**src/hw/rtl/sdspi_pkg.sv**
```systemverilog
// Package: shared types, codes and CRC7 helper for the SPI-mode SD host sequencer.
`timescale 1ns / 1ps
package sdspi_pkg;
	localparam int BLOCK_BYTES_DEF   = 512;
	localparam int POWERUP_BYTES_DEF = 10;

	localparam logic [1:0] CMD_INIT = 2'd0;
	localparam logic [1:0] CMD_READ = 2'd1;
	localparam logic [1:0] CMD_BYTE = 2'd2;
	localparam logic [1:0] CMD_TICK = 2'd3;

	localparam logic [2:0] ACT_XCHG = 3'd0;
	localparam logic [2:0] ACT_CS   = 3'd1;
	localparam logic [2:0] ACT_SPD  = 3'd2;
	localparam logic [2:0] ACT_PAY  = 3'd3;
	localparam logic [2:0] ACT_FIN  = 3'd4;

	localparam logic [3:0] ST_OK      = 4'd0;
	localparam logic [3:0] ST_PARAM   = 4'd1;
	localparam logic [3:0] ST_BUS     = 4'd2;
	localparam logic [3:0] ST_NOINIT  = 4'd3;
	localparam logic [3:0] ST_CMD0    = 4'd4;
	localparam logic [3:0] ST_PATTERN = 4'd5;
	localparam logic [3:0] ST_ACMD41  = 4'd6;
	localparam logic [3:0] ST_CMD58   = 4'd7;
	localparam logic [3:0] ST_CMD16   = 4'd8;
	localparam logic [3:0] ST_VOLT    = 4'd9;
	localparam logic [3:0] ST_READCMD = 4'd10;
	localparam logic [3:0] ST_TOKEN   = 4'd11;
	localparam logic [3:0] ST_TIMEOUT = 4'd12;

	localparam logic [2:0] REG_RESP_LIMIT = 3'd0;
	localparam logic [2:0] REG_IDLE_TRIES = 3'd1;
	localparam logic [2:0] REG_INIT_TMO   = 3'd2;
	localparam logic [2:0] REG_TOKEN_TMO  = 3'd3;
	localparam logic [2:0] REG_BUSY_TMO   = 3'd4;

	localparam logic [5:0] SD_CMD0  = 6'd0;
	localparam logic [5:0] SD_CMD8  = 6'd8;
	localparam logic [5:0] SD_CMD12 = 6'd12;
	localparam logic [5:0] SD_CMD16 = 6'd16;
	localparam logic [5:0] SD_CMD17 = 6'd17;
	localparam logic [5:0] SD_CMD18 = 6'd18;
	localparam logic [5:0] SD_CMD41 = 6'd41;
	localparam logic [5:0] SD_CMD55 = 6'd55;
	localparam logic [5:0] SD_CMD58 = 6'd58;

	typedef enum logic [9:0] {
		PH_IDLE    = 10'b0000000001,
		PH_POWERUP = 10'b0000000010,
		PH_CMD_TX  = 10'b0000000100,
		PH_STUFF   = 10'b0000001000,
		PH_RESP    = 10'b0000010000,
		PH_TAIL    = 10'b0000100000,
		PH_DESEL   = 10'b0001000000,
		PH_TOKEN   = 10'b0010000000,
		PH_DATA    = 10'b0100000000,
		PH_BUSY    = 10'b1000000000
	} phase_t;

	typedef struct packed {
		logic [2:0] action;
		logic [7:0] tx_byte;
		logic       level;
		logic [7:0] payload;
		logic [3:0] status;
		logic [1:0] card_kind;
	} res_t;

	typedef struct packed {
		logic [2:0] n;
		res_t       r0;
		res_t       r1;
		res_t       r2;
		res_t       r3;
	} res_set_t;

	localparam int MAX_RES = 4;

	// CRC7 over the 40-bit command head, polynomial x^7 + x^3 + 1
	function automatic logic [6:0] crc7(input logic [39:0] head);
		logic [7:0] c;
		c = 8'd0;
		for (int i = 39; i >= 0; i--) begin
			c = {c[6:0], 1'b0};
			if (head[i] ^ c[7]) c = c ^ 8'h09;
		end
		return c[6:0];
	endfunction
endpackage

```
**src/hw/rtl/sdspi_seq.sv**
```systemverilog
// Sequencer step: next state and up to four result items for one transaction.
`timescale 1ns / 1ps
module sdspi_seq #(
	parameter int BLOCK_BYTES   = sdspi_pkg::BLOCK_BYTES_DEF,
	parameter int POWERUP_BYTES = sdspi_pkg::POWERUP_BYTES_DEF
) (
	input  logic                clk,
	input  logic                arst_n,
	input  logic                step,
	input  logic [1:0]          command,
	input  logic [31:0]         block_address,
	input  logic [15:0]         block_count,
	input  logic [7:0]          rx_byte,
	input  logic [7:0]          response_limit,
	input  logic [7:0]          idle_attempts,
	input  logic [15:0]         init_timeout_ms,
	input  logic [15:0]         token_timeout_ms,
	input  logic [15:0]         busy_tmo,
	output sdspi_pkg::res_set_t res
);
	import sdspi_pkg::*;

	localparam int BW = 10;
	localparam logic [BW-1:0] BB      = BW'(BLOCK_BYTES);
	localparam logic [BW-1:0] BB2     = BW'(BLOCK_BYTES + 2);
	localparam logic [BW-1:0] PUB     = BW'(POWERUP_BYTES);
	localparam logic [31:0]   BB32    = 32'(BLOCK_BYTES);
	localparam int            SH      = $clog2(BLOCK_BYTES);

	phase_t        phase_q, ph_n;
	logic [BW-1:0] idx_q, idx_n;
	logic [47:0]   frame_q, frame_n;
	logic [7:0]    att_q, att_n, scan_q, scan_n;
	logic [15:0]   ms_q, ms_n;
	logic [31:0]   tail_q, tail_n;
	logic          v2_q, v2_n, blk_q, blk_n, rdy_q, rdy_n;
	logic [15:0]   left_q, left_n;
	logic [3:0]    pend_q, pend_n;

	always_ff @(posedge clk or negedge arst_n) begin
		if (!arst_n) begin
			phase_q <= PH_IDLE;
			idx_q   <= '0;
			frame_q <= '0;
			att_q   <= '0;
			scan_q  <= '0;
			ms_q    <= '0;
			tail_q  <= '0;
			v2_q    <= 1'b0;
			blk_q   <= 1'b0;
			rdy_q   <= 1'b0;
			left_q  <= '0;
			pend_q  <= '0;
		end else if (step) begin
			phase_q <= ph_n;
			idx_q   <= idx_n;
			frame_q <= frame_n;
			att_q   <= att_n;
			scan_q  <= scan_n;
			ms_q    <= ms_n;
			tail_q  <= tail_n;
			v2_q    <= v2_n;
			blk_q   <= blk_n;
			rdy_q   <= rdy_n;
			left_q  <= left_n;
			pend_q  <= pend_n;
		end
	end

	always_comb begin
		res_t        rr [MAX_RES];
		logic [2:0]  n;
		logic [5:0]  cc;
		logic [7:0]  r1v;
		logic        do_r1, do_desel, do_tail_chk;
		logic        sc_cmd;
		logic [5:0]  sc_id;
		logic [31:0] sc_arg;
		logic        sc_sel;
		logic        do_fin, do_fin_init;
		logic [3:0]  fin_st;
		logic [7:0]  lim;
		logic [39:0] head;
		logic        kind_rdy;
		logic [BW-1:0] ib;

		ph_n = phase_q; idx_n = idx_q; frame_n = frame_q; att_n = att_q;
		scan_n = scan_q; ms_n = ms_q; tail_n = tail_q; v2_n = v2_q; blk_n = blk_q;
		rdy_n = rdy_q; left_n = left_q; pend_n = pend_q;
		for (int k = 0; k < MAX_RES; k++) rr[k] = '0;
		n = 3'd0;
		cc = frame_q[45:40];
		r1v = rx_byte;
		do_r1 = 1'b0; do_desel = 1'b0; do_tail_chk = 1'b0;
		sc_cmd = 1'b0; sc_id = SD_CMD0; sc_arg = '0; sc_sel = 1'b0;
		do_fin = 1'b0; do_fin_init = 1'b0; fin_st = ST_OK;
		lim = 8'd1; head = '0; kind_rdy = rdy_q; ib = '0;

		unique case (command)
		CMD_TICK: begin
			if (ms_q != 16'hFFFF) ms_n = ms_q + 16'd1;
		end
		CMD_INIT, CMD_READ: begin
			if (phase_q == PH_IDLE) begin
				if (command == CMD_INIT) begin
					v2_n = 1'b0; blk_n = 1'b0; rdy_n = 1'b0; pend_n = ST_OK;
					att_n = '0; ms_n = '0;
					rr[0].action = ACT_SPD;
					rr[1].action = ACT_CS;
					rr[2].action = ACT_XCHG; rr[2].tx_byte = 8'hFF;
					n = 3'd3;
					idx_n = BW'(1);
					ph_n = PH_POWERUP;
				end else if (block_count == 16'd0) begin
					do_fin = 1'b1; fin_st = ST_PARAM;
				end else if (!rdy_q) begin
					do_fin = 1'b1; fin_st = ST_NOINIT;
				end else begin
					left_n = block_count; pend_n = ST_OK;
					sc_cmd = 1'b1; sc_sel = 1'b1;
					sc_id = (block_count == 16'd1) ? SD_CMD17 : SD_CMD18;
					sc_arg = blk_q ? block_address : (block_address << SH);
				end
			end
		end
		default: begin
			unique case (phase_q)
			PH_IDLE: ;
			PH_POWERUP: begin
				if (idx_q < PUB) begin
					rr[0].action = ACT_XCHG; rr[0].tx_byte = 8'hFF; n = 3'd1;
					idx_n = idx_q + BW'(1);
				end else begin
					att_n = '0; sc_cmd = 1'b1; sc_sel = 1'b1; sc_id = SD_CMD0;
				end
			end
			PH_CMD_TX: begin
				if (idx_q < BW'(7)) begin
					ib = idx_q - BW'(1);
					rr[0].action = ACT_XCHG;
					rr[0].tx_byte = frame_q[47 - 8*ib[2:0] -: 8];
					n = 3'd1;
					idx_n = idx_q + BW'(1);
				end else begin
					ph_n = (cc == SD_CMD12) ? PH_STUFF : PH_RESP;
					if (cc != SD_CMD12) scan_n = '0;
					rr[0].action = ACT_XCHG; rr[0].tx_byte = 8'hFF; n = 3'd1;
				end
			end
			PH_STUFF: begin
				ph_n = PH_RESP; scan_n = '0;
				rr[0].action = ACT_XCHG; rr[0].tx_byte = 8'hFF; n = 3'd1;
			end
			PH_RESP: begin
				lim = (response_limit == 8'd0) ? 8'd1 : response_limit;
				if (!rx_byte[7]) begin
					do_r1 = 1'b1;
				end else begin
					scan_n = scan_q + 8'd1;
					if (scan_n >= lim) begin
						do_r1 = 1'b1; r1v = 8'hFF;
					end else begin
						rr[0].action = ACT_XCHG; rr[0].tx_byte = 8'hFF; n = 3'd1;
					end
				end
			end
			PH_TAIL: begin
				tail_n = {tail_q[23:0], rx_byte};
				idx_n = idx_q + BW'(1);
				if (idx_n < BW'(4)) begin
					rr[0].action = ACT_XCHG; rr[0].tx_byte = 8'hFF; n = 3'd1;
				end else do_tail_chk = 1'b1;
			end
			PH_DESEL: begin
				unique case (cc)
				SD_CMD0: begin
					if (tail_q == 32'h1) begin
						pend_n = ST_OK; sc_cmd = 1'b1; sc_sel = 1'b1;
						sc_id = SD_CMD8; sc_arg = 32'h000001AA;
					end else begin
						att_n = att_q + 8'd1;
						lim = (idle_attempts == 8'd0) ? 8'd1 : idle_attempts;
						if (att_n >= lim) begin
							do_fin_init = 1'b1; fin_st = ST_CMD0;
						end else begin
							sc_cmd = 1'b1; sc_sel = 1'b1; sc_id = SD_CMD0;
						end
					end
				end
				SD_CMD8: begin
					if (pend_q != ST_OK) begin
						do_fin_init = 1'b1; fin_st = pend_q;
					end else begin
						ms_n = '0; sc_cmd = 1'b1; sc_sel = 1'b1; sc_id = SD_CMD55;
					end
				end
				SD_CMD55: begin
					do_fin_init = 1'b1; fin_st = ST_BUS;
				end
				SD_CMD41: begin
					if (tail_q == 32'h0) begin
						sc_cmd = 1'b1; sc_sel = 1'b1;
						if (v2_q) sc_id = SD_CMD58;
						else begin
							blk_n = 1'b0; sc_id = SD_CMD16; sc_arg = BB32;
						end
					end else if (tail_q[7]) begin
						do_fin_init = 1'b1; fin_st = ST_BUS;
					end else if (ms_q > init_timeout_ms) begin
						do_fin_init = 1'b1; fin_st = ST_ACMD41;
					end else begin
						sc_cmd = 1'b1; sc_sel = 1'b1; sc_id = SD_CMD55;
					end
				end
				SD_CMD58: begin
					if (pend_q != ST_OK) begin
						do_fin_init = 1'b1; fin_st = pend_q;
					end else if (blk_q) begin
						do_fin_init = 1'b1; fin_st = ST_OK;
					end else begin
						sc_cmd = 1'b1; sc_sel = 1'b1; sc_id = SD_CMD16; sc_arg = BB32;
					end
				end
				SD_CMD16: begin
					do_fin_init = 1'b1;
					fin_st = (tail_q == 32'h0) ? ST_OK : ST_CMD16;
				end
				default: begin
					do_fin = 1'b1; fin_st = pend_q;
				end
				endcase
			end
			PH_TOKEN: begin
				if (rx_byte == 8'hFE) begin
					ph_n = PH_DATA; idx_n = '0;
					rr[0].action = ACT_XCHG; rr[0].tx_byte = 8'hFF; n = 3'd1;
				end else if (rx_byte != 8'hFF || ms_q > token_timeout_ms) begin
					pend_n = ST_TOKEN;
					if (cc == SD_CMD18) begin
						sc_cmd = 1'b1; sc_id = SD_CMD12;
					end else do_desel = 1'b1;
				end else begin
					rr[0].action = ACT_XCHG; rr[0].tx_byte = 8'hFF; n = 3'd1;
				end
			end
			PH_DATA: begin
				if (idx_q < BB) begin
					rr[0].action = ACT_PAY; rr[0].payload = rx_byte; n = 3'd1;
				end
				idx_n = idx_q + BW'(1);
				if (idx_n < BB2) begin
					rr[n[1:0]].action = ACT_XCHG; rr[n[1:0]].tx_byte = 8'hFF;
					n = n + 3'd1;
				end else begin
					left_n = left_q - 16'd1;
					if (cc != SD_CMD18) do_desel = 1'b1;
					else if (left_n != 16'd0) begin
						ms_n = '0; ph_n = PH_TOKEN;
						rr[n[1:0]].action = ACT_XCHG; rr[n[1:0]].tx_byte = 8'hFF;
						n = n + 3'd1;
					end else begin
						sc_cmd = 1'b1; sc_id = SD_CMD12;
					end
				end
			end
			PH_BUSY: begin
				if (rx_byte == 8'hFF) do_desel = 1'b1;
				else if (ms_q > busy_tmo) begin
					if (pend_q == ST_OK) pend_n = ST_TIMEOUT;
					do_desel = 1'b1;
				end else begin
					rr[0].action = ACT_XCHG; rr[0].tx_byte = 8'hFF; n = 3'd1;
				end
			end
			default: ph_n = PH_IDLE;
			endcase
		end
		endcase

		// R1 handling
		if (do_r1) begin
			unique case (cc)
			SD_CMD0, SD_CMD41, SD_CMD16: begin
				tail_n = {24'd0, r1v}; do_desel = 1'b1;
			end
			SD_CMD8: begin
				if (r1v[2]) begin
					v2_n = 1'b0; pend_n = ST_OK; do_desel = 1'b1;
				end else if (r1v == 8'h01) begin
					tail_n = '0; idx_n = '0; ph_n = PH_TAIL;
					rr[0].action = ACT_XCHG; rr[0].tx_byte = 8'hFF; n = 3'd1;
				end else begin
					pend_n = ST_PATTERN; do_desel = 1'b1;
				end
			end
			SD_CMD55: begin
				if (r1v[7]) do_desel = 1'b1;
				else begin
					sc_cmd = 1'b1; sc_id = SD_CMD41;
					sc_arg = v2_q ? 32'h40000000 : 32'h0;
				end
			end
			SD_CMD58: begin
				if (r1v != 8'h00) begin
					pend_n = ST_CMD58; do_desel = 1'b1;
				end else begin
					tail_n = '0; idx_n = '0; ph_n = PH_TAIL;
					rr[0].action = ACT_XCHG; rr[0].tx_byte = 8'hFF; n = 3'd1;
				end
			end
			SD_CMD17, SD_CMD18: begin
				if (r1v != 8'h00) begin
					pend_n = ST_READCMD; do_desel = 1'b1;
				end else begin
					ms_n = '0; ph_n = PH_TOKEN;
					rr[0].action = ACT_XCHG; rr[0].tx_byte = 8'hFF; n = 3'd1;
				end
			end
			SD_CMD12: begin
				ms_n = '0; ph_n = PH_BUSY;
				rr[0].action = ACT_XCHG; rr[0].tx_byte = 8'hFF; n = 3'd1;
			end
			default: do_desel = 1'b1;
			endcase
		end

		if (do_tail_chk) begin
			if (cc == SD_CMD8) begin
				if (tail_n[7:0] != 8'hAA) pend_n = ST_PATTERN;
				else if (tail_n[11:8] == 4'd0) pend_n = ST_VOLT;
				else begin
					pend_n = ST_OK; v2_n = 1'b1;
				end
			end else begin
				if (tail_n[21:20] == 2'd0) pend_n = ST_VOLT;
				else begin
					pend_n = ST_OK; blk_n = tail_n[30];
				end
			end
			do_desel = 1'b1;
		end

		if (do_desel) begin
			rr[n[1:0]].action = ACT_CS; n = n + 3'd1;
			rr[n[1:0]].action = ACT_XCHG; rr[n[1:0]].tx_byte = 8'hFF; n = n + 3'd1;
			ph_n = PH_DESEL;
		end

		if (sc_cmd) begin
			head = {2'b01, sc_id, sc_arg};
			frame_n = {head, crc7(head), 1'b1};
			idx_n = BW'(1);
			ph_n = PH_CMD_TX;
			if (sc_sel) begin
				rr[n[1:0]].action = ACT_CS; rr[n[1:0]].level = 1'b1; n = n + 3'd1;
			end
			rr[n[1:0]].action = ACT_XCHG; rr[n[1:0]].tx_byte = 8'hFF; n = n + 3'd1;
		end

		if (do_fin_init) begin
			rr[n[1:0]].action = ACT_SPD; rr[n[1:0]].level = 1'b1; n = n + 3'd1;
			if (fin_st == ST_OK) rdy_n = 1'b1;
			kind_rdy = rdy_n;
			do_fin = 1'b1;
		end

		if (do_fin) begin
			rr[n[1:0]].action = ACT_FIN;
			rr[n[1:0]].status = fin_st;
			rr[n[1:0]].card_kind = !kind_rdy ? 2'd0 : (!v2_n ? 2'd1 : (blk_n ? 2'd3 : 2'd2));
			n = n + 3'd1;
			ph_n = PH_IDLE;
		end

		res.n  = n;
		res.r0 = rr[0];
		res.r1 = rr[1];
		res.r2 = rr[2];
		res.r3 = rr[3];
	end
endmodule

```
**src/hw/rtl/sd_spi_host_init_and_block_read_top.sv**
```systemverilog
// Top level of the SPI-mode SD host sequencer: channels, config registers, result queue.
`timescale 1ns / 1ps
// Usage
// The input channel (in_valid / in_stall) carries one transaction per step:
// start init, start read, a byte received from the card, or a millisecond
// tick. Each transaction is decoded combinationally by the sequencer and yields
// zero to four result transactions (exchange byte, chip select, bus speed,
// payload byte, finished) on the output channel (out_valid / out_stall),
// the final one of a step marked by last.
// Output: the results of a transaction are written into a small result buffer
// when it is accepted, behind any already queued, and leave from its head one
// per cycle while out_stall is low.
// Throughput: one input transaction per cycle while the buffer has room for
// four more results; the buffer depth (eight entries) sets that figure.
// in_stall rises only when fewer than four free slots remain.
// Reset: arst_n clears the sequencer to idle, the card to uninitialised and
// the configuration registers to their defaults; the buffer is emptied.
// When the receiver stalls, the head result holds and new inputs are taken
// until fewer than four free slots remain; then in_stall rises.
// Configuration: write cfg_we / cfg_index / cfg_data only while idle.
module sd_spi_host_init_and_block_read_top #(
	parameter int BLOCK_BYTES   = sdspi_pkg::BLOCK_BYTES_DEF,
	parameter int POWERUP_BYTES = sdspi_pkg::POWERUP_BYTES_DEF
) (
	input  logic        clk,
	input  logic        arst_n,
	input  logic        in_valid,
	output logic        in_stall,
	input  logic [1:0]  command,
	input  logic [31:0] block_address,
	input  logic [15:0] block_count,
	input  logic [7:0]  rx_byte,
	output logic        out_valid,
	input  logic        out_stall,
	output logic [2:0]  action,
	output logic [7:0]  tx_byte,
	output logic        level,
	output logic [7:0]  payload,
	output logic [3:0]  status,
	output logic [1:0]  card_kind,
	output logic        last,
	input  logic        cfg_we,
	input  logic [2:0]  cfg_index,
	input  logic [15:0] cfg_data
);
	import sdspi_pkg::*;

	typedef struct packed {
		res_t r;
		logic l;
	} qent_t;

	logic [7:0]  resp_lim_q, idle_att_q;
	logic [15:0] init_tmo_q, token_tmo_q, busy_tmo_q;
	res_set_t    rs;
	logic        step;
	qent_t       fifo_q [8];
	logic [2:0]  wr_q, rd_q;
	logic [3:0]  cnt_q;
	logic        pop;
	qent_t       head;

	// hold configuration registers
	always_ff @(posedge clk or negedge arst_n) begin
		if (!arst_n) begin
			resp_lim_q  <= 8'd16;
			idle_att_q  <= 8'd16;
			init_tmo_q  <= 16'd1000;
			token_tmo_q <= 16'd200;
			busy_tmo_q  <= 16'd500;
		end else if (cfg_we) begin
			unique case (cfg_index)
			REG_RESP_LIMIT: resp_lim_q  <= cfg_data[7:0];
			REG_IDLE_TRIES: idle_att_q  <= cfg_data[7:0];
			REG_INIT_TMO:   init_tmo_q  <= cfg_data;
			REG_TOKEN_TMO:  token_tmo_q <= cfg_data;
			REG_BUSY_TMO:   busy_tmo_q  <= cfg_data;
			default: ;
			endcase
		end
	end

	// stall when a worst-case step might not fit
	assign in_stall = (cnt_q > 4'd4);
	assign step     = in_valid && !in_stall;

	sdspi_seq #(
		.BLOCK_BYTES(BLOCK_BYTES),
		.POWERUP_BYTES(POWERUP_BYTES)
	) u_seq (
		.clk(clk),
		.arst_n(arst_n),
		.step(step),
		.command(command),
		.block_address(block_address),
		.block_count(block_count),
		.rx_byte(rx_byte),
		.response_limit(resp_lim_q),
		.idle_attempts(idle_att_q),
		.init_timeout_ms(init_tmo_q),
		.token_timeout_ms(token_tmo_q),
		.busy_tmo(busy_tmo_q),
		.res(rs)
	);

	assign pop = out_valid && !out_stall;

	// push the step's results in order, mark the final one
	always_ff @(posedge clk) begin
		if (step) begin
			if (rs.n > 3'd0) fifo_q[wr_q]        <= '{r: rs.r0, l: rs.n == 3'd1};
			if (rs.n > 3'd1) fifo_q[wr_q + 3'd1] <= '{r: rs.r1, l: rs.n == 3'd2};
			if (rs.n > 3'd2) fifo_q[wr_q + 3'd2] <= '{r: rs.r2, l: rs.n == 3'd3};
			if (rs.n > 3'd3) fifo_q[wr_q + 3'd3] <= '{r: rs.r3, l: 1'b1};
		end
	end

	always_ff @(posedge clk or negedge arst_n) begin
		if (!arst_n) begin
			wr_q  <= '0;
			rd_q  <= '0;
			cnt_q <= '0;
		end else begin
			if (step) wr_q <= wr_q + rs.n;
			if (pop)  rd_q <= rd_q + 3'd1;
			cnt_q <= cnt_q + (step ? {1'b0, rs.n} : 4'd0) - (pop ? 4'd1 : 4'd0);
		end
	end

	assign head      = fifo_q[rd_q];
	assign out_valid = (cnt_q != 4'd0);
	assign action    = head.r.action;
	assign tx_byte   = head.r.tx_byte;
	assign level     = head.r.level;
	assign payload   = head.r.payload;
	assign status    = head.r.status;
	assign card_kind = head.r.card_kind;
	assign last      = head.l;
endmodule

```
**config.mk**
```make
export PLATFORM = sky130hd
export DESIGN_NAME = sd_spi_host_init_and_block_read_top
export DESIGN_NICKNAME = d
export VERILOG_FILES = /design/src/hw/rtl/sdspi_pkg.sv /design/src/hw/rtl/sdspi_seq.sv /design/src/hw/rtl/sd_spi_host_init_and_block_read_top.sv
export SDC_FILE = /design/constraint.sdc
export NUM_CORES = 1
export LEC_CHECK = 0
export BUFFER_PORTS_ARGS = -buffer_cell sky130_fd_sc_hd__buf_2
export CORE_UTILIZATION = 30
export CTS_BUF_LIST = sky130_fd_sc_hd__clkbuf_8
export DETAILED_ROUTE_END_ITERATION = 8
export SLEW_MARGIN = 20
export SYNTH_ARGS = -nofsm -noshare
export SYNTH_HDL_FRONTEND = slang
export SYNTH_SLANG_ARGS = --single-unit
```
**constraint.sdc**
```tcl
create_clock -name clk -period 7.74 [get_ports clk]
set_input_delay 0.774 -clock clk [delete_from_list [all_inputs] [get_ports clk]]
set_output_delay 0.774 -clock clk [all_outputs]
set_load 0.02 [all_outputs]
```
==> qor.csv, run 1 <==
metric;value;unit
status;complete, no violations;
initial_core_util;0.303;
ys_seq_area_frac;0.438;
syn_inst;2813;
required;8.26;ns
critPathSlowestCell;nor3b_1;
synthMuxAreaShare;0.106;
finalHoldViolCount;0;
leakage;13.1;nW
portBuffers;110;
synth_area_per_cell;9.90;µm²
share_comb_of_total_power;0.324;
antenna_found_initial;2;
area_delta_synth_final;16.5;%
syn-cell-area;27900;µm²
power_density;236;nW/µm²
insertion_delay;0.73;ns
post-dp-hpwl;64.0;mm
die_y;307;µm
ctsHtreeMaxLevel;3;
met1_usage;0.262;
dr.pass1.iters;5;
setup_violations;0;
layout_common_cells;320 x nand2_1, 259 x nor2_1, 258 x o21ai_0;
cp-end-kind;register;
dpl.cell_count;4143;
crit_path_frequent_cell;ha_1;
placeableCoreArea;91800;µm²
holdCritPathClass;in -> async;
synth_top_family_by_area;compound AO/OA/AOI/OAI gates;
synthFlopType;edfxtp_1;
grt_max_degree;113;
wl;89.5;mm
peakVddDrop;0.126;mV
finClkSkew;0.0590;ns
fin_crit_sh;0.963;
worstPathMaxFanout;10;
synth_seq_cells;443;
via_per_inst;5.41;
ant_nets;0;
syn_nets;2998;
synthDistinctLibCells;106;
p_clk_frac;0.306;
slew_viol_final;0;
drive_gt1_frac;0.194;
switchingPower;0.00280;W
clock_sinks;443;
rows;111;
root_buffer;clkbuf_8;
clk_path_buf_depth;3;
synth-xor-area-share;0.0326;
synth_compound_area_frac;0.173;
nNetsFinal;3180;
gp_congestion;0.960;
critPathMaxStageDelay;0.42;ns
worstSetupStartpointType;register;
ys_warn_count;0;
tns;0;ns
arrival;7.97;ns
crit_type;reg -> reg;
worst_pin_slew;1.07;ns
grt_pass1_wl;137;mm
reg2reg_setup_slack;0.29;ns
setup_ws;0.289;ns
first_iter_violations;2169;
grt_usage;0.188;
path_clk_slew;0.06;ns
via_count;23305;
synth-simple-area-share;0.168;
io_pins;111;
synth_edf_count;216;
fillers;9303;
post-place-ws;-0.316;ns
final_cells;4310;
internal-power;0.00485;W
final_common_cell;nand2_1;
wl_per_cell;20.8;µm
grt.busiest_layer;met2;
p_seq_frac;0.371;
die_w;307;µm
synthArstFlopShare;0.512;
numCtsBuffers;83;
drcViolationCount;0;
cap_violations;0;
grt_util_met3;0.0333;
grtUsageMet2;0.296;
grt-ovfl-total;0;
synthAdderAreaFrac;0.0468;
switching_share;0.366;
fmax;0.134;GHz
relSlewSlack;0.277;
grt_pass1_vias;22664;
finalCriticalPeriod;7.45;ns
dieArea;94100;µm²
tritoncts;yes;
## what timing repair did
| action | CTS | global route |
|---|---|---|
| gates resized for setup | 17 | 28 |
| hold buffers | 0 | 0 |
| endpoints found under the setup margin | 421 | 434 |
| pin swaps | 2 | 15 |
| endpoints found under the hold margin | 0 | 0 |
| buffers inserted | 2 | 7 |
| gates cloned | 0 | 1 |
## power groups by stage
stage	clock (W)	sequential (W)	combinational, W
3_5_place_dp	0	0.00288	0.00244
5_1_grt	0.00250	0.00286	0.00269
6_report	0.00234	0.00283	0.00247
3_3_place_gp	0	0.00287	0.00243
2_1_floorplan	0	0.00278	0.00172
4_1_cts	0.00240	0.00283	0.00246
## Yosys cell counts (34+ instances only)
cell | n | area share
nand2_1 | 323 | 0.044
o21ai_0 | 263 | 0.047
nor2_1 | 262 | 0.035
edfxtp_1 | 216 | 0.23
dfrtp_1 | 209 | 0.19
a21oi_1 | 147 | 0.026
inv_1 | 121 | 0.016
clkbuf_1 | 101 | 0.014
ha_1 | 101 | 0.045
mux2i_1 | 90 | 0.032
nand3_1 | 65 | 0.012
mux4_2 | 62 | 0.050
nor3_1 | 58 | 0.010
mux2_2 | 55 | 0.022
xnor2_1 | 51 | 0.016
o31ai_1 | 36 | 0.0097
a22o_1 | 35 | 0.011
nor4_1 | 34 | 0.0076
## through the flow
step / hold slack (ns) / total power (W) / cell area, µm² / util
2_1_floorplan: 0.426 / 0.00450 / 27900 / -
3_3_place_gp: 0.446 / 0.00530 / 30500 / 0.332
3_5_place_dp: 0.445 / 0.00532 / 30500 / 0.332
4_1_cts: 0.102 / 0.00770 / 32200 / 0.351
5_1_grt: 0.114 / 0.00805 / 32400 / 0.353
6_report: 0.0748 / 0.00764 / 32400 / 0.353
## final timing paths
path | start | endpoint | depth (start not counted)
setup / recovery | u_seq.left_q[1]$_DFFE_PN0P_ | fifo_q[5][5]$_DFFE_PP_ | 34
hold / removal | arst_n | u_seq.left_q[5]$_DFFE_PN0P_ | 1
setup reg to reg | u_seq.left_q[1]$_DFFE_PN0P_ | fifo_q[5][5]$_DFFE_PP_ | 34
hold reg to reg | u_seq.frame_q[0]$_DFFE_PN0P_ | u_seq.frame_q[0]$_DFFE_PN0P_ | 1
max in group asynchronous | arst_n | token_tmo_q[15]$_DFFE_PN0P_ | 2
min in group clk | cfg_data[15] | busy_tmo_q[15]$_DFFE_PN0P_ | 3
## critical path, delay by kind of cell, from the launching register on
kind                       cells  cell delay [ns]
adders and majority gates      6             1.56
buffers and inverters          5             0.66
AOI/OAI and AO/OA             11             2.42
DFF                            1             0.40
and+or+nand+nor               12             2.22
## area by class of cell
type	count	area, µm²	share of cell area
clock inverters	65	430	0.0133
inverters	122	458	0.0141
diodes	2	5.00	0.000154
repair buffers	236	1650	0.0508
multi-input cells	2109	14900	0.459
flip-flops and latches	443	12200	0.376
well taps	1243	1560	0.0479
clock buffers	90	1240	0.0382
## registers in the layout, indices dropped and copies added, names as in the netlist, 10 cells and up
register,flops
u_seq.idx_q,10
u_seq.tail_q,32
busy_tmo_q,16
init_tmo_q,16
token_tmo_q,16
u_seq.frame_q,46
fifo_q,216
u_seq.left_q,16
u_seq.ms_q,16
u_seq.phase_q,10
## cells by family after synthesis
group / Yosys count
xor gates and xnor gates: 86
muxes: 208
and+or+nand+nor: 965
adders and majority gates: 103
DFF: 443
buffers and inverters: 261
AOI/OAI and AO/OA: 747
## metal layers
layer | part of all wire | wire length (µm)
met1 | 0.45 | 40100
met2 | 0.46 | 41000
met3 | 0.071 | 6350
met4 | 0.023 | 2020
met5 | 0 | 0
(Power assumes the default switching activity.)
==> run 2, diff against run 1 <==
PLACE_DENSITY_LB_ADDON = 0.08   (was default)
==> qor.csv, run 2 (synthesized netlist as in run 1, its figures left out) <==
metric;value;unit
arrival;7.83;ns
ant_nets;0;
finalCriticalPeriod;7.41;ns
peakVddDrop;0.131;mV
wl;96.3;mm
worstSetupStartpointType;register;
grt-ovfl-total;0;
nNetsFinal;3206;
worstPathMaxFanout;8;
via_count;23089;
leakage;13.4;nW
setup_ws;0.334;ns
dieArea;94100;µm²
cp-end-kind;register;
root_buffer;clkbuf_8;
numCtsBuffers;86;
post-place-ws;-0.300;ns
wl_per_cell;22.2;µm
setup_violations;0;
crit_path_frequent_cell;buf_4;
holdCritPathClass;in -> async;
holdWs;0.155;ns
worst_pin_slew;1.00;ns
grt_pass1_vias;23246;
slew_viol_final;0;
critPathMaxStageDelay;0.57;ns
finalHoldViolCount;0;
drcViolationCount;0;
via_per_inst;5.32;
die_w;307;µm
rows;111;
power_density;240;nW/µm²
first_iter_violations;1610;
multi_input_area;14800;µm²
grt_usage;0.203;
grt_max_degree;106;
fillers;9306;
crit_type;reg -> reg;
post-dp-hpwl;70.9;mm
layout_common_cells;321 x nand2_1, 262 x o21ai_0, 259 x nor2_1;
initial_core_util;0.303;
finalPower;0.00784;W
die_y;307;µm
critPathSlowestCell;or4_4;
io_pins;111;
area_delta_synth_final;17.2;%
relSlewSlack;0.327;
drive_gt1_frac;0.199;
placeableCoreArea;91800;µm²
cap_violations;0;
clock_sinks;443;
status;complete, no violations;
fmax;0.135;GHz
rsz0062_at_grt;false;
required;8.17;ns
top_regs;fifo_q x216, u_seq.frame_q x46, u_seq.tail_q x32;
hold_buffers;0;
path_clk_slew;0.06;ns
finClkSkew;0.0351;ns
largest_register_ffs;216;
tritoncts;yes;
fin_crit_sh;0.957;
dr.pass1.iters;5;
portBuffers;110;
register_area;12200;µm²
gp_congestion;0.899;
grt_pass1_wl;146;mm
insertion_delay;0.72;ns
antenna_found_initial;3;
clk_path_buf_depth;3;
top_register;fifo_q;
final_common_cell;nand2_1;
ctsHtreeMaxLevel;3;
-- run 2: cell types whose count changed in the layout (fill, tap and decap cells not counted), moves of 2 or more --
cell	before	now
buf_4	115	140
clkbuf_8	90	105
clkinv_1	12	10
clkinv_2	9	4
clkinv_8	2	0
o21ai_0	258	262
o21ai_2	8	3
o21bai_2	9	7
o21bai_4	1	3
-- run 2: per-stage QoR --
| step | utilization | TNS (ns) | std cells | instance area (µm²) |
|---|---|---|---|---|
| 5_1_grt | 0.356 | 0 | 4336 | 32600 |
| 6_report | 0.356 | 0 | 4338 | 32600 |
| 3_5_place_dp | 0.334 | -38.51 | 4168 | 30700 |
| 3_3_place_gp | 0.334 | -12.36 | 4168 | 30700 |
| 2_1_floorplan | - | -23.05 | 2813 | 27900 |
| 4_1_cts | 0.354 | 0 | 4331 | 32500 |
-- run 2: metal layers --
layer,global-route usage,part of all wire,vias up
met5,0,0,-
li1,-,-,10923
met3,0.0246,0.044,131
met1,0.278,0.46,11425
met4,0.0659,0.026,0
met2,0.334,0.47,610
-- run 2: final cells by class --
| cell class | instances | share of cell area |
|---|---|---|
| inverter | 122 | 0.0140 |
| clock inverter | 54 | 0.0106 |
| clock buffer | 105 | 0.0443 |
| tap | 1243 | 0.0476 |
| sequential | 443 | 0.374 |
| multi-input combinational | 2109 | 0.455 |
| timing repair buffer | 259 | 0.0549 |
| antenna | 3 | 0.000230 |
-- run 2: final timing paths --
check,slack [ns],start,depth (start not counted),end
min in group clk,0.30,cfg_data[9],3,busy_tmo_q[9]$_DFFE_PN0P_
max in group asynchronous,6.04,arst_n,2,rd_q[0]$_DFFE_PN0P_
hold reg to reg,0.47,u_seq.frame_q[36]$_DFFE_PN0P_,2,u_seq.frame_q[36]$_DFFE_PN0P_
hold / removal,0.16,arst_n,1,busy_tmo_q[9]$_DFFE_PN0P_
setup / recovery,0.33,u_seq.left_q[5]$_DFFE_PN0P_,33,fifo_q[5][1]$_DFFE_PP_
setup reg to reg,0.33,u_seq.left_q[5]$_DFFE_PN0P_,33,fifo_q[5][1]$_DFFE_PP_
-- run 2: worst max-delay path, delay by kind of cell, from the launching register on --
kind,cells,cell delay [ns]
flip-flops,1,0.39
adder cells (fa/ha/maj),5,1.30
AND/OR/NAND/NOR,13,2.77
AO/OA/AOI/OAI,8,1.49
buffers and inverters,6,1.00
multiplexers,1,0.18
-- run 2: report_power, final --
| part | internal (W) | switching (W) | leakage, nW |
|---|---|---|---|
| sequential | 0.00267 | 0.000162 | 5.02 |
| clock | 0.00136 | 0.00111 | 1.02 |
| combinational | 0.000977 | 0.00157 | 7.33 |
-- run 2: timing repair --
item                                    4_1_cts  5_1_grt
pin swaps                                     5        5
gates resized for setup                       3       20
buffers inserted                              4        4
endpoints found under the setup margin      386      433
